$ cat config.mk
export PLATFORM = sky130hd
export DESIGN_NAME = swbm_controller
export DESIGN_NICKNAME = d
export VERILOG_FILES = /design/src/hdl/swbm_pkg.sv /design/src/hdl/swbm_controller.sv
export SDC_FILE = /design/constraint.sdc
export NUM_CORES = 1
export LEC_CHECK = 0
export ABC_AREA = 1
export BUFFER_PORTS_ARGS = -buffer_cell sky130_fd_sc_hd__buf_4
export CORE_MARGIN = 5
export CORE_UTILIZATION = 53
export CTS_BUF_LIST = sky130_fd_sc_hd__clkbuf_8
export CTS_CLUSTER_DIAMETER = 80
export DETAILED_ROUTE_END_ITERATION = 6
export GPL_ROUTABILITY_DRIVEN = 0
export PLACE_DENSITY = 0.81
export RECOVER_POWER = 100
export SYNTH_ARGS = -nofsm -noshare
export SYNTH_HDL_FRONTEND = slang
export SYNTH_SLANG_ARGS = --single-unit
export TNS_END_PERCENT = 10
$ cat constraint.sdc
create_clock -name aclk -period 1.64 [get_ports aclk]
set_input_delay 0.082 -clock aclk [delete_from_list [all_inputs] [get_ports aclk]]
set_output_delay 0.082 -clock aclk [all_outputs]
set_load 0.1 [all_outputs]
$ cat src/hdl/swbm_pkg.sv
// Shared types and constants of the sliding-window bitrate meter.
// No dependencies; imported by the controller, datapath and top level.
`default_nettype none

package swbm_pkg;

    // Field widths
    localparam int unsigned TIME_W      = 48;
    localparam int unsigned BYTES_W     = 16;
    localparam int unsigned WIN_W       = 24;
    localparam int unsigned OUT_BYTES_W = 26;
    localparam int unsigned RATE_W      = 29;

    // Stream packing
    localparam int unsigned S_TDATA_W = 72;   // time, direction, bytes = 65 bits
    localparam int unsigned S_TUSER_W = 1;
    localparam int unsigned M_TDATA_W = 56;   // bytes, rate, overflow = 56 bits

    // Configuration port
    localparam int unsigned CFG_IDX_W  = 1;
    localparam int unsigned CFG_DATA_W = WIN_W;

    localparam logic [CFG_IDX_W-1:0] REG_WINDOW = 1'b0;
    localparam logic [CFG_IDX_W-1:0] REG_DIR    = 1'b1;

    localparam logic [WIN_W-1:0] WINDOW_RESET = 24'd250000;

    // Item kinds carried in s_tuser
    localparam logic CMD_PACKET = 1'b0;
    localparam logic CMD_SAMPLE = 1'b1;

    // bits per byte times ms per s
    localparam int unsigned KBPS_SCALE = 8000;
    localparam int unsigned SCALE_W    = 13;

    localparam logic [OUT_BYTES_W-1:0] BYTES_MAX = '1;
    localparam logic [RATE_W-1:0]      RATE_MAX  = '1;

    // Controller to datapath
    typedef struct packed {
        logic take_pkt;
        logic take_sample;
        logic cnt_rd;
        logic cnt_adv;
        logic drp_rd;
        logic drp_adv;
        logic mul_load;
        logic div_start;
        logic load_out;
    } swbm_cmd_t;

    // Datapath to controller
    typedef struct packed {
        logic cnt_empty;
        logic cnt_hit;
        logic drp_empty;
        logic drp_hit;
        logic div_done;
        logic out_free;
    } swbm_status_t;

endpackage

`default_nettype wire

$ cat src/hdl/swbm_controller.sv
// Controller state machine: input handshake, count and drop walks,
// division sequencing and result hand-off. Uses swbm_pkg.
`default_nettype none

module swbm_controller (
    input  wire logic                    aclk,
    input  wire logic                    aresetn,
    input  wire logic                    s_tvalid,
    input  wire logic                    s_cmd,
    output logic                         s_tready,
    input  wire swbm_pkg::swbm_status_t  status,
    output swbm_pkg::swbm_cmd_t          cmd
);

    import swbm_pkg::*;

    typedef enum logic [8:0] {
        ST_IDLE      = 9'b000000001,
        ST_CNT_RD    = 9'b000000010,
        ST_CNT_CHK   = 9'b000000100,
        ST_DRP_RD    = 9'b000001000,
        ST_DRP_CHK   = 9'b000010000,
        ST_MUL       = 9'b000100000,
        ST_DIV_START = 9'b001000000,
        ST_DIV_WAIT  = 9'b010000000,
        ST_DONE      = 9'b100000000
    } state_t;

    state_t state_reg;
    state_t state_next;
    logic   s_fire;

    assign s_tready = state_reg == ST_IDLE;
    assign s_fire   = s_tvalid && s_tready;

    always_comb begin
        state_next      = state_reg;
        cmd             = '0;
        cmd.take_pkt    = s_fire && (s_cmd == CMD_PACKET);
        cmd.take_sample = s_fire && (s_cmd == CMD_SAMPLE);
        case (state_reg)
            ST_IDLE: begin
                if (cmd.take_sample) begin
                    state_next = ST_CNT_RD;
                end
            end
            ST_CNT_RD: begin
                if (status.cnt_empty) begin
                    state_next = ST_DRP_RD;
                end else begin
                    cmd.cnt_rd = 1'b1;
                    state_next = ST_CNT_CHK;
                end
            end
            ST_CNT_CHK: begin
                // stop at the first entry not older than the sample
                if (status.cnt_hit) begin
                    cmd.cnt_adv = 1'b1;
                    state_next  = ST_CNT_RD;
                end else begin
                    state_next = ST_DRP_RD;
                end
            end
            ST_DRP_RD: begin
                if (status.drp_empty) begin
                    state_next = ST_MUL;
                end else begin
                    cmd.drp_rd = 1'b1;
                    state_next = ST_DRP_CHK;
                end
            end
            ST_DRP_CHK: begin
                if (status.drp_hit) begin
                    cmd.drp_adv = 1'b1;
                    state_next  = ST_DRP_RD;
                end else begin
                    state_next = ST_MUL;
                end
            end
            ST_MUL: begin
                cmd.mul_load = 1'b1;
                state_next   = ST_DIV_START;
            end
            ST_DIV_START: begin
                cmd.div_start = 1'b1;
                state_next    = ST_DIV_WAIT;
            end
            ST_DIV_WAIT: begin
                if (status.div_done) begin
                    state_next = ST_DONE;
                end
            end
            ST_DONE: begin
                // hold until the output register is free
                if (status.out_free) begin
                    cmd.load_out = 1'b1;
                    state_next   = ST_IDLE;
                end
            end
            default: begin
                state_next = ST_IDLE;
            end
        endcase
    end

    always_ff @(posedge aclk) begin
        if (!aresetn) begin
            state_reg <= ST_IDLE;
        end else begin
            state_reg <= state_next;
        end
    end

endmodule

`default_nettype wire

==> results.md, run 1 <==
Outcome:
- The flow ran to the end, and the final reports show no timing, DRC or antenna violations.

Critical path:
- The worst flop-to-flop path startpoint is state_reg[8]$_SDFFE_PN0P_.
- The maximum fanout count along the critical path is 7.
- The worst register-to-register path has a setup slack of 0.16 ns.
- Data arrives at the worst endpoint at 1.52 ns.
- The path type of the worst setup path is reg -> out.
- The launching element of the worst setup path is state_reg[5]$_SDFFE_PN0P_.
- The required time of the critical path is approximately 1.6 ns.
- The number of cells on the worst reg-to-reg path is 8.
- The capture instance of the worst register-to-register path is state_reg[1]$_SDFFE_PN0P_.
- The critical path endpoint category is a primary output.
- The startpoint type of the worst setup path is a flop.

Floorplan:
- Row generation in the floorplan step produced 13 rows.
- The die covers around 2200 µm².
- The effective utilization at floorplan is between 50% and 60%.
- From left edge to right edge, the die measures between 40 and 50 µm.
- The area of the placeable core is between 1000 and 1500 µm².
- 20 I/O pins were placed.
- From bottom edge to top edge, the die measures 46.78 µm.

Logic synthesis:
- Of the total synthesized cell area, the portion taken by full adders, half adders and majority gates is 0%.
- The portion of synthesized area spent on multiplexers is 0%.
- In this run the mean area of a mapped cell was 6.025 µm².
- The number of synthesis warnings is 0.
- After synthesis, the largest area contributor takes up 25.13% of total cell area.
- The number of library cell types mapped by synthesis is 17.
- The synthesized design contains 9 register bits.
- Sequential elements use 25.13% of the synthesized area.
- The biggest area contributor in the post-synthesis netlist is sky130_fd_sc_hd__dfxtp_1.
- The netlist area before placement is between 700 and 800 µm².
- In the post-synthesis netlist, the cell with the most instances is sky130_fd_sc_hd__nor2_1.
- The commonest cells after synthesis are sky130_fd_sc_hd__nor2_1, sky130_fd_sc_hd__inv_1, sky130_fd_sc_hd__nand2_1.
- The largest family of logic cells by synthesized area is simple AND/OR/NAND/NOR gates.
- In the synthesized netlist the dominant register cell turns out to be sky130_fd_sc_hd__dfxtp_1.
- Counting flops with a built-in enable in the synthesized netlist gives 0.
- After Yosys synthesis, XOR and XNOR cells account for 0% of the synthesized area.
- Ranked by total cell area, the synthesized netlist is headed by sky130_fd_sc_hd__dfxtp_1, sky130_fd_sc_hd__nor2_1, sky130_fd_sc_hd__nand3_1.
- After technology mapping, the gate count stands at 119.
- Summing the areas of all compound-gate instances in the mapped netlist gives ~5.1% of the synthesized area.
- The synthesized net count is between 100 and 150.
- After Yosys synthesis, and, or, nand and nor cells account for 55.67% of the synthesized area.
- The async set-or-reset flop fraction in the synthesized netlist is 0%.

Global routing:
- The number of antenna violations at the first check in global routing is 0.
- The first global-routing pass estimated between 3000 and 4000 µm of wire.
- The global router's overall resource usage is around 21%.
- The global-route congestion overflow total is 0.
- Entering global routing, the biggest net connects 10 pins.
- The number of global-route vias before repair is roughly 730.

Clock network:
- The number of buffers inserted during clock tree synthesis is 3.
- At the later pin of the worst-skew pair, clock insertion delay measures roughly 0.23 ns.
- The buffers inserted during post-CTS setup optimization is 0.
- The clock transition at the register clock pins on the worst setup and hold paths after CTS is roughly 0.050 ns.
- TritonCTS built the clock tree.
- CTS saw 9 sinks.
- The maximum level of the CTS H-tree is 1.
- CTS placed an instance of sky130_fd_sc_hd__clkbuf_8 at the clock tree root.
- In this run the deepest clock path goes through 2 buffers.

Timing:
- The count of endpoints failing setup in the final report is 0.
- The final hold violation count is 0.
- The period utilization is 97.82%.
- The clock period minus final worst setup slack is between 1.5 and 2 ns.
- The final setup TNS is 0 ns.
- Derived from the worst setup path, the maximum achievable clock frequency is between 0.6 and 0.7 GHz.
- For the final database, setup skew stands at ~0.002 ns.
- The count of pins over their slew limit was 0.
- The worst-margin pin slew is 0.3043 ns.
- The post-route worst hold slack is approximately 0.11 ns.
- Measured against its own limit, the worst slew margin works out to 79.82%.
- Setup repair after global routing could not meet its margin everywhere.

Layout:
- After routing the design area is a little over 1000 µm².
- The post-layout net count is ~150.
- The repair_antennas step left the layout with diodes totalling 0.
- The area growth from synthesis to layout is 41.89%.
- Cells fill 79.16% of the core in the end.
- Of the cells placed in the final design, the portion with a size suffix greater than 1 is a little under two fifths.
- The flip-flop count of the largest register, all copies and words added is 9.

Detailed routing:
- Using the TritonRoute via totals, the vias-per-cell ratio works out to 5.179.
- After detailed routing, the average wire length per cell comes to between 10 and 15 µm.
- The first detailed-routing pass took 4 iterations.
- In this run the remaining antenna-violating nets after routing total 0.
- The DRC violations left is 0.
- The starting DRC count in detailed routing is 34.
- Wires add up to a little over 2000 µm.
- The detailed router placed between 800 and 900 vias in this run.

Placed design:
- The placed wire-length estimate after detailed placement is between 1000 and 1500 µm.
- In this run the tool buffered the top-level ports with 19 buffer cells.
- The placed standard-cell area is slightly above 900 µm².

Pwr:
- IR analysis of the VDD net gives a maximum drop of roughly 1.4 mV.
- The leakage power figure is about 0.54 nW.
- The total power divided by cell area is 1650 nW/µm².

Hold path:
- The class of the worst hold path is in -> reg.
- The hold-critical path endpoint is state_reg[0]$_SDFFE_PN1P_.
- The worst hold path begins at aresetn.
- Counting instances, the worst hold path has a depth of 2.

Flow run:
- The count of maximum capacitance violations is 0.
==> placed cells by master, fill, tap and decap left out, types with 2 or more instances in the layout <==
cell                       Yosys  layout
sky130_fd_sc_hd__nand2_1      22      22
sky130_fd_sc_hd__nand3_1      17      15
sky130_fd_sc_hd__nor2_1       25      17
sky130_fd_sc_hd__buf_4         1      10
sky130_fd_sc_hd__dfxtp_2       0       3
sky130_fd_sc_hd__clkbuf_4      0       2
sky130_fd_sc_hd__clkbuf_8      0       3
sky130_fd_sc_hd__inv_2         3       4
sky130_fd_sc_hd__o211ai_1      2       2
sky130_fd_sc_hd__buf_8         0       2
sky130_fd_sc_hd__dfxtp_1       9       6
sky130_fd_sc_hd__nand3_2       0       2
sky130_fd_sc_hd__nor2_4        6      11
sky130_fd_sc_hd__nor2_2        2       5
sky130_fd_sc_hd__buf_6         0       4
sky130_fd_sc_hd__nand2_2       3       4
sky130_fd_sc_hd__inv_1        22      22
==> cell families after synthesis <==
logic type	after synthesis
buf+inv	26
simple gates	79
flops	9
compound gates	5
==> layout make-up <==
class / instances / area [µm²]
multi-input combinational: 84 / 490.5
fill: 90 / 267.8
timing repair buffer: 19 / 185.2
sequential: 9 / 183.9
inverter: 25 / 93.84
clock buffer: 3 / 41.29
tap: 15 / 18.77
clock inverter: 1 / 3.754
==> worst max-delay path by stage <==
stage              to  slack (ns)
5_1_grt        cmd[3]       -0.01
2_1_floorplan  cmd[7]       -0.26
3_3_place_gp   cmd[3]        0.18
6_report       cmd[5]        0.04
4_1_cts        cmd[7]      -0.007
3_5_place_dp   cmd[3]        0.18
==> power by group <==
group / leakage [nW] / switching, W / total, W / internal [W]
clock: 0.0269 / 0.0000916 / 0.000255 / 0.000163
sequential: 0.0739 / 0.0000637 / 0.000331 / 0.000268
combinational: 0.439 / 0.000785 / 0.00109 / 0.000307
==> per-layer routing <==
layer | global-route usage [%] | wire length, µm | vias to the layer above
li1 | - | - | 406
met1 | 27.36 | 869 | 358
met2 | 32.52 | 970 | 37
met3 | 2.682 | 117 | 7
met4 | 11.60 | 61 | 0
met5 | 0 | 0 | -
==> worst max-delay path, cell delays in order (launching register included) <==
cell,delay (ns)
sky130_fd_sc_hd__dfxtp_2,0.33
sky130_fd_sc_hd__nor2_4,0.20
sky130_fd_sc_hd__nand3_1,0.15
sky130_fd_sc_hd__nor2_2,0.18
sky130_fd_sc_hd__nand2_1,0.10
sky130_fd_sc_hd__inv_1,0.10
sky130_fd_sc_hd__buf_6,0.23
==> per-stage QoR <==
step	instances	setup WS [ns]	power, W
final	156	0.03576	0.001679
after global routing	156	-0.01368	0.001768
after CTS	156	-0.006664	0.001687
after detailed placement	152	0.1756	0.001416
after global placement	152	0.1805	0.001403
after floorplan	119	-0.2621	0.001224
==> timing repair <==
action,CTS,global route
setup endpoints to repair,2,7
cloned,0,0
resized for setup,4,13
pin swaps,0,1
hold buffers,0,0
Note: power is estimated with default switching activity, not from simulation.
==> run 2: changes to the inputs <==
--- a/config.mk
+++ b/config.mk
@@ -7,13 +7,15 @@
 export LEC_CHECK = 0
 export ABC_AREA = 1
 export BUFFER_PORTS_ARGS = -buffer_cell sky130_fd_sc_hd__buf_4
+export CAP_MARGIN = 20
 export CORE_MARGIN = 5
-export CORE_UTILIZATION = 53
+export CORE_UTILIZATION = 48
 export CTS_BUF_LIST = sky130_fd_sc_hd__clkbuf_8
 export CTS_CLUSTER_DIAMETER = 80
 export DETAILED_ROUTE_END_ITERATION = 6
 export GPL_ROUTABILITY_DRIVEN = 0
-export PLACE_DENSITY = 0.81
+export MAX_ROUTING_LAYER = met4
+export PLACE_DENSITY = 0.77
 export RECOVER_POWER = 100
 export SYNTH_ARGS = -nofsm -noshare
 export SYNTH_HDL_FRONTEND = slang
==> constraint.sdc (replaced) <==
create_clock -name aclk -period 1.29 [get_ports aclk]
set_input_delay 0.0645 -clock aclk [delete_from_list [all_inputs] [get_ports aclk]]
set_output_delay 0.0645 -clock aclk [all_outputs]
set_load 0.1 [all_outputs]
==> results.md, run 2 (synthesis gave the netlist of run 1 again) <==
Layout:
- The area growth from synthesis to layout is 80.45%.
- The post-layout net count is 172 (+13%).
- The flip-flop count of the largest register, all copies and words added is 9 (unchanged).
- The most common library cell in the layout ignoring fill and taps is sky130_fd_sc_hd__buf_4.
- The share of the core filled with cells in the final layout came to 88.98% (+9.8 points).
- The fraction of layout cells with a size suffix above 1 is 52.17% (+14 points).
- The number of diodes added for antenna fixing was 0 (unchanged).
- The non-filler instance count after layout is 177 (+13%).
- In the layout the commonest cells are sky130_fd_sc_hd__buf_4, sky130_fd_sc_hd__inv_1, sky130_fd_sc_hd__nand2_1.

Critical path:
- The maximum fanout count along the critical path came to 6 (-1).
- The depth of the most critical reg-to-reg path is 8 (unchanged).
- The capture instance of the worst register-to-register path is state_reg[0]$_SDFFE_PN1P_.
- The critical path arrival came to 1.48 ns (-0.04 ns).
- The required time of the critical path came to 1.23 ns (-0.33 ns).
- The critical path endpoint category is a primary output.
- The worst flop-to-flop path startpoint is state_reg[7]$_SDFFE_PN0P_.
- The worst setup path is launched from a flop.
- The worst setup slack for register-to-register paths is -0.18 ns (-0.34 ns).
- The path type of the worst setup path is reg -> out.

Timing:
- The worst-margin pin slew came to 0.2499 ns (-0.05442 ns).
- The max-slew headroom at the worst pin is 83.28% (+3.5 points).
- The count of endpoints failing setup in the final report is 18 (+18).
- Setup repair after global routing could not meet its margin everywhere.
- The largest clock skew in the final design is 0.004667 ns (+0.002656 ns).
- The clock period minus final worst setup slack is approximately 1.5 ns.
- Based on the critical path, the design can be clocked at up to roughly 0.65 GHz.
- The post-route worst hold slack came to 0.09808 ns (-0.01517 ns).
- The final setup TNS was -3.243 ns (-3.243 ns).
- The smallest setup slack after layout is -0.2498 ns (-0.2855 ns).
- The count of pins over their slew limit is 0 (unchanged).
- The period utilization is 119.4%.
- The final hold violation count is 0 (unchanged).

Outcome:
- The flow ran to the end, but the final reports show violations.
- The final reports fail on negative setup slack.

Clock network:
- The number of hold buffers added after CTS was 0 (unchanged).
- The clock tree from TritonCTS is yes.
- The deepest clock path buffer count came to 2 (unchanged).
- The clock transition at the register clock pins on the worst setup and hold paths after CTS is 0.05 ns (about the same).
- The number of buffers inserted during clock tree synthesis was 3 (unchanged).
- The TritonCTS sink count came to 9 (unchanged).
- The clock network latency to the later pin of the worst-skew pair is 0.24 ns (about the same).
- The maximum level of the CTS H-tree is 1 (unchanged).
- The cell at the root of the clock tree is sky130_fd_sc_hd__clkbuf_8.

Detailed routing:
- The final wirelength came to 2909 µm (+44%).
- The average detailed-routed wire length per instance is 16.44 µm (+27%).
- The total iterations of the first detailed-routing run is 4 (unchanged).
- The via count came to 977 (+21%).
- The via-per-instance ratio is 5.520 (+6.6%).
- The starting DRC count in detailed routing is 40 (+18%).
- The post-detailed-route count of antenna-violating nets was 0 (unchanged).
- The DRC violations left is 0 (unchanged).

Placed design:
- The total instance count after detailed placement is 168 (+11%).
- The placed wire-length estimate after detailed placement came to 1705 µm (+17%).
- The number of port buffers is 19 (unchanged).
- The placement-stage worst setup slack is -0.05150 ns (-0.2271 ns).

Floorplan:
- The I/O pin count is 20 (unchanged).
- The area of the placeable core was 1454 µm² (+13%).
- The site row count is 14 (+1).
- The die width is 48.65 µm (+4.0%).
- The height of the chip was 48.65 µm (+4.0%).
- The effective utilization at floorplan is 49.31% (-6.5 points).
- The total die area is 2366 µm² (+8.1%).

Global routing:
- The number of global-route vias before repair was 1,059 (+44%).
- The global-route congestion overflow total is 0 (unchanged).
- The global-route wire length before repair was 5064 µm (+59%).
- The global router's overall resource usage is 28.33% (+7.6 points).
- The number of antenna violations at the first check in global routing is 0 (unchanged).
- The pin count of the biggest net entering global routing is 10 (unchanged).

Pwr:
- The total power divided by cell area came to 2004 nW/µm² (+21%).
- The largest voltage drop on the vdd net is 2.251 mV (+56%).
- The leakage power figure was 0.6657 nW (+23%).

Hold path:
- The path with the worst hold slack has its endpoint at state_reg[5]$_SDFFE_PN0P_.
- The hold-critical path depth was 4 (+2).
- In this run the most critical hold path is launched from status[2].
- The class of the worst hold path is in -> reg.

Flow run:
- The count of maximum capacitance violations was 0 (unchanged).
-- run 2: layout make-up --
| cell class | instances | area (µm²) |
|---|---|---|
| multi-input combinational | 84 | 526.8 |
| clock inverter | 1 | 3.754 |
| inverter | 25 | 93.84 |
| fill | 72 | 160.2 |
| clock buffer | 3 | 41.29 |
| timing repair buffer | 39 | 421.7 |
| tap | 16 | 20.02 |
| sequential | 9 | 186.4 |
-- run 2: worst max path at each step --
stage | from | to | slack [ns] | cells after the start
2_1_floorplan | state_reg[5]$_SDFFE_PN0P_ | cmd[7] | -0.59 | 5
3_3_place_gp | state_reg[5]$_SDFFE_PN0P_ | cmd[7] | -0.01 | 6
3_5_place_dp | state_reg[5]$_SDFFE_PN0P_ | cmd[4] | -0.05 | 6
4_1_cts | state_reg[6]$_SDFFE_PN0P_ | cmd[4] | -0.21 | 6
5_1_grt | state_reg[7]$_SDFFE_PN0P_ | state_reg[0]$_SDFFE_PN1P_ | -0.33 | 8
6_report | state_reg[7]$_SDFFE_PN0P_ | cmd[6] | -0.25 | 4
-- run 2: metrics by stage --
| step | instance area, µm² | total power, W |
|---|---|---|
| after floorplan | 777.0 | 0.001556 |
| after global placement | 1045 | 0.001935 |
| after detailed placement | 1045 | 0.001973 |
| after CTS | 1265 | 0.002499 |
| after global routing | 1294 | 0.002756 |
| final | 1294 | 0.002593 |
-- run 2: routing by layer --
metal	global-route usage, %	share of wire [%]
met5	-	0
met1	28.49	35
met3	6.442	7.9
met4	20.63	6.5
met2	47.39	50
-- run 2: critical path, cell delays in order (launching register included) --
cell and delay [ns]:
sky130_fd_sc_hd__dfxtp_2 0.33, sky130_fd_sc_hd__nor2_4 0.22, sky130_fd_sc_hd__nand3_1 0.22, sky130_fd_sc_hd__nor3_4 0.25, sky130_fd_sc_hd__buf_12 0.21
-- run 2: power breakdown --
part	internal (W)	total (W)	leakage [nW]	switching (W)
clock	0.000209	0.000345	0.0269	0.000136
combinational	0.000669	0.00184	0.564	0.00117
sequential	0.000342	0.000409	0.0748	0.0000672
total	0.00122	0.00259	0.666	0.00137
-- run 2: what timing repair did --
| item | in CTS | in global routing |
|---|---|---|
| pin swaps | 8 | 9 |
| endpoints found under the setup margin | 19 | 19 |
| gates resized for setup | 39 | 6 |
| buffers inserted | 4 | 1 |
==> run 3: changes to the inputs <==
--- a/config.mk
+++ b/config.mk
@@ -20,4 +20,4 @@
 export SYNTH_ARGS = -nofsm -noshare
 export SYNTH_HDL_FRONTEND = slang
 export SYNTH_SLANG_ARGS = --single-unit
-export TNS_END_PERCENT = 10
+export TNS_END_PERCENT = 30
==> results.md, run 3 (synthesis gave the netlist of run 1 again) <==
Critical path:
- The worst setup path is of the reg -> out kind.
- The depth of the most critical reg-to-reg path is 9 (+1).
- The total stage count of the critical path came to 6 (+2).
- The critical path endpoint category is a primary output.
- The worst setup slack for register-to-register paths is -0.14 ns (+0.04 ns).
- The critical path goes through nor2_4, nand2_2, nor2_4, nand2_2, nor2_4, buf_12.
- The cell family contributing the most delay on the critical path is simple AND/OR/NAND/NOR gates.
- The critical path arrival is 1.43 ns (-0.05 ns).
- The startpoint type of the worst setup path is a flop.
- The largest individual stage delay along the critical path comes from the cell sky130_fd_sc_hd__dfxtp_2.
- The maximum fanout count along the critical path is 6 (unchanged).
- The required time of the critical path is 1.23 ns (about the same).
- The worst stage delay on the critical path was 0.33 ns (about the same).
- The cell occurring most often along the worst timing path is sky130_fd_sc_hd__nor2_4.
- The combined buffer and inverter count along the critical path is 1 (unchanged).

Layout:
- The number of diodes added for antenna fixing was 0 (unchanged).
- The flip-flop count of the largest register, all copies and words added is 9 (unchanged).
- The post-route cell area is 1289 µm² (-0.39%).
- The share of the core filled with cells in the final layout is 88.64% (-0.34 points).
- The post-layout net count is 173 (+0.58%).
- The top cell types in the final layout, fill and taps aside, are sky130_fd_sc_hd__buf_4, sky130_fd_sc_hd__inv_1, sky130_fd_sc_hd__nand2_1.
- The most common library cell in the layout ignoring fill and taps is sky130_fd_sc_hd__buf_4.
- The fraction of layout cells with a size suffix above 1 came to 52.47% (+0.30 points).
- The synthesis-to-layout area growth is 79.76%.

Timing:
- The smallest setup slack after layout was -0.2057 ns (+0.04408 ns).
- The count of endpoints failing setup in the final report is 18 (unchanged).
- The max-slew headroom at the worst pin is 83.16% (-0.12 points).
- The count of pins over their slew limit is 0 (unchanged).
- Setup repair after global routing could not meet its margin everywhere.
- The clock period minus final worst setup slack is 1.496 ns (-0.04408 ns).
- The period utilization is 115.9% (-3.4 points).
- The final hold violation count came to 0 (unchanged).
- The worst-margin pin slew is 0.2516 ns (+0.001747 ns).
- The largest clock skew in the final design is 0.002857 ns (-0.001809 ns).
- The fmax is 0.6686 GHz (+2.9%).

Outcome:
- The run finished, with violations left.
- The final reports fail on negative setup slack.

Global routing:
- The global-route wire length before repair came to 4450 µm (-12%).
- The global router's overall resource usage is 24.58% (-3.8 points).
- The number of global-route vias before repair is 1,018 (-3.9%).
- The number of antenna violations at the first check in global routing came to 0 (unchanged).
- The pin count of the biggest net entering global routing is 10 (unchanged).
- The global-route congestion overflow total came to 0 (unchanged).

Clock network:
- The maximum level of the CTS H-tree came to 1 (unchanged).
- The number of hold buffers added after CTS is 0 (unchanged).
- The clock transition at the register clock pins on the worst setup and hold paths after CTS is 0.05 ns (about the same).
- The clock network latency to the later pin of the worst-skew pair is 0.24 ns (about the same).
- The deepest clock path buffer count is 2 (unchanged).
- The TritonCTS sink count is 9 (unchanged).
- The root buffer cell chosen for the clock tree is sky130_fd_sc_hd__clkbuf_8.
- The number of buffers inserted during clock tree synthesis is 3 (unchanged).
- TritonCTS built the clock tree.

Placed design:
- The placed standard-cell area is 1045 µm² (unchanged).
- The placed wire-length estimate after detailed placement was 1695 µm (-0.55%).
- The number of port buffers is 19 (unchanged).
- The placement-stage worst setup slack is -0.04564 ns (+0.005854 ns).

Pwr:
- The leakage power figure is 0.6703 nW (+0.69%).
- The largest voltage drop on the vdd net is 2.661 mV (+18%).
- The total power divided by cell area is 2051 nW/µm² (+2.3%).
- The total chip power was 0.002643 W (+1.9%).

Flow run:
- The count of maximum capacitance violations is 0 (unchanged).

Floorplan:
- The total die area was 2366 µm² (unchanged).
- The height of the chip is 48.65 µm (unchanged).
- The die width is 48.65 µm (unchanged).
- The site row count came to 14 (unchanged).
- The area of the placeable core was 1454 µm² (unchanged).
- The effective utilization at floorplan is 49.31% (unchanged).
- The I/O pin count is 20 (unchanged).

Hold path:
- The hold-critical path depth is 4 (unchanged).
- The path class of the tightest hold or removal check is in -> reg.

Detailed routing:
- The via-per-instance ratio came to 5.410 (-2.0%).
- The total iterations of the first detailed-routing run came to 4 (unchanged).
- The via count is 963 (-1.4%).
- The final wirelength is 2682 µm (-7.8%).
- The DRC violations left was 0 (unchanged).
- The average detailed-routed wire length per instance is 15.07 µm (-8.3%).
- The post-detailed-route count of antenna-violating nets is 0 (unchanged).
- The starting DRC count in detailed routing was 25 (-38%).
-- run 3: cell types whose count changed in the layout (fill, tap and decap cells not counted), sizes merged --
cell | previous run | this run
buf | 39 | 40
-- run 3: repair_timing --
action                                  CTS  global route
setup buffers                             6             0
resized for setup                        42             2
pin swaps                                11             3
gates cloned                              0             0
endpoints found under the setup margin   17            18
-- run 3: stage by stage --
step	instances	TNS, ns	hold slack, ns
after detailed placement	168	-0.2491	0.3314
after global placement	168	-0.03846	0.3261
after CTS	178	-2.127	0.08499
after global routing	178	-3.781	0.1061
final	178	-2.547	0.08676
after floorplan	119	-5.524	0.2276
-- run 3: where the power goes --
group / total (W) / internal (W) / switching [W]
logic: 0.00190 / 0.000703 / 0.00120
clock network: 0.000335 / 0.000208 / 0.000126
registers: 0.000408 / 0.000342 / 0.0000661
-- run 3: worst paths after layout --
check / from / endpoint
worst max-delay path: state_reg[7]$_SDFFE_PN0P_ / cmd[4]
worst min-delay path: status[2] / state_reg[5]$_SDFFE_PN0P_
worst max register to register: state_reg[1]$_SDFFE_PN0P_ / state_reg[0]$_SDFFE_PN1P_
worst min register to register: state_reg[8]$_SDFFE_PN0P_ / state_reg[8]$_SDFFE_PN0P_
-- run 3: worst register-to-register path: stages (launching register included) --
cell and delay, ns:
sky130_fd_sc_hd__dfxtp_2 0.34, sky130_fd_sc_hd__nor2_4 0.17, sky130_fd_sc_hd__nand3_2 0.14, sky130_fd_sc_hd__buf_4 0.17, sky130_fd_sc_hd__nor2_4 0.14, sky130_fd_sc_hd__nor2_1 0.09
sky130_fd_sc_hd__nand2_1 0.08, sky130_fd_sc_hd__nor2_1 0.05, sky130_fd_sc_hd__nand2_1 0.05, sky130_fd_sc_hd__nand3_1 0.06
-- run 3: routing by layer --
| metal | global-route usage (%) | vias to the layer above | part of all wire [%] |
|---|---|---|---|
| li1 | - | 450 | - |
| met1 | 25.88 | 444 | 37 |
| met2 | 41.30 | 56 | 52 |
| met3 | 6.442 | 13 | 6.6 |
| met4 | 13.45 | 0 | 3.8 |
| met5 | - | - | 0 |
-- run 3: layout make-up --
type / instances / area [µm²]
multi-input combinational: 84 / 516.7
inverter: 25 / 93.84
clock inverter: 1 / 3.754
sequential: 9 / 187.7
tap: 16 / 20.02
fill: 71 / 165.2
timing repair buffer: 40 / 425.4
clock buffer: 3 / 41.29
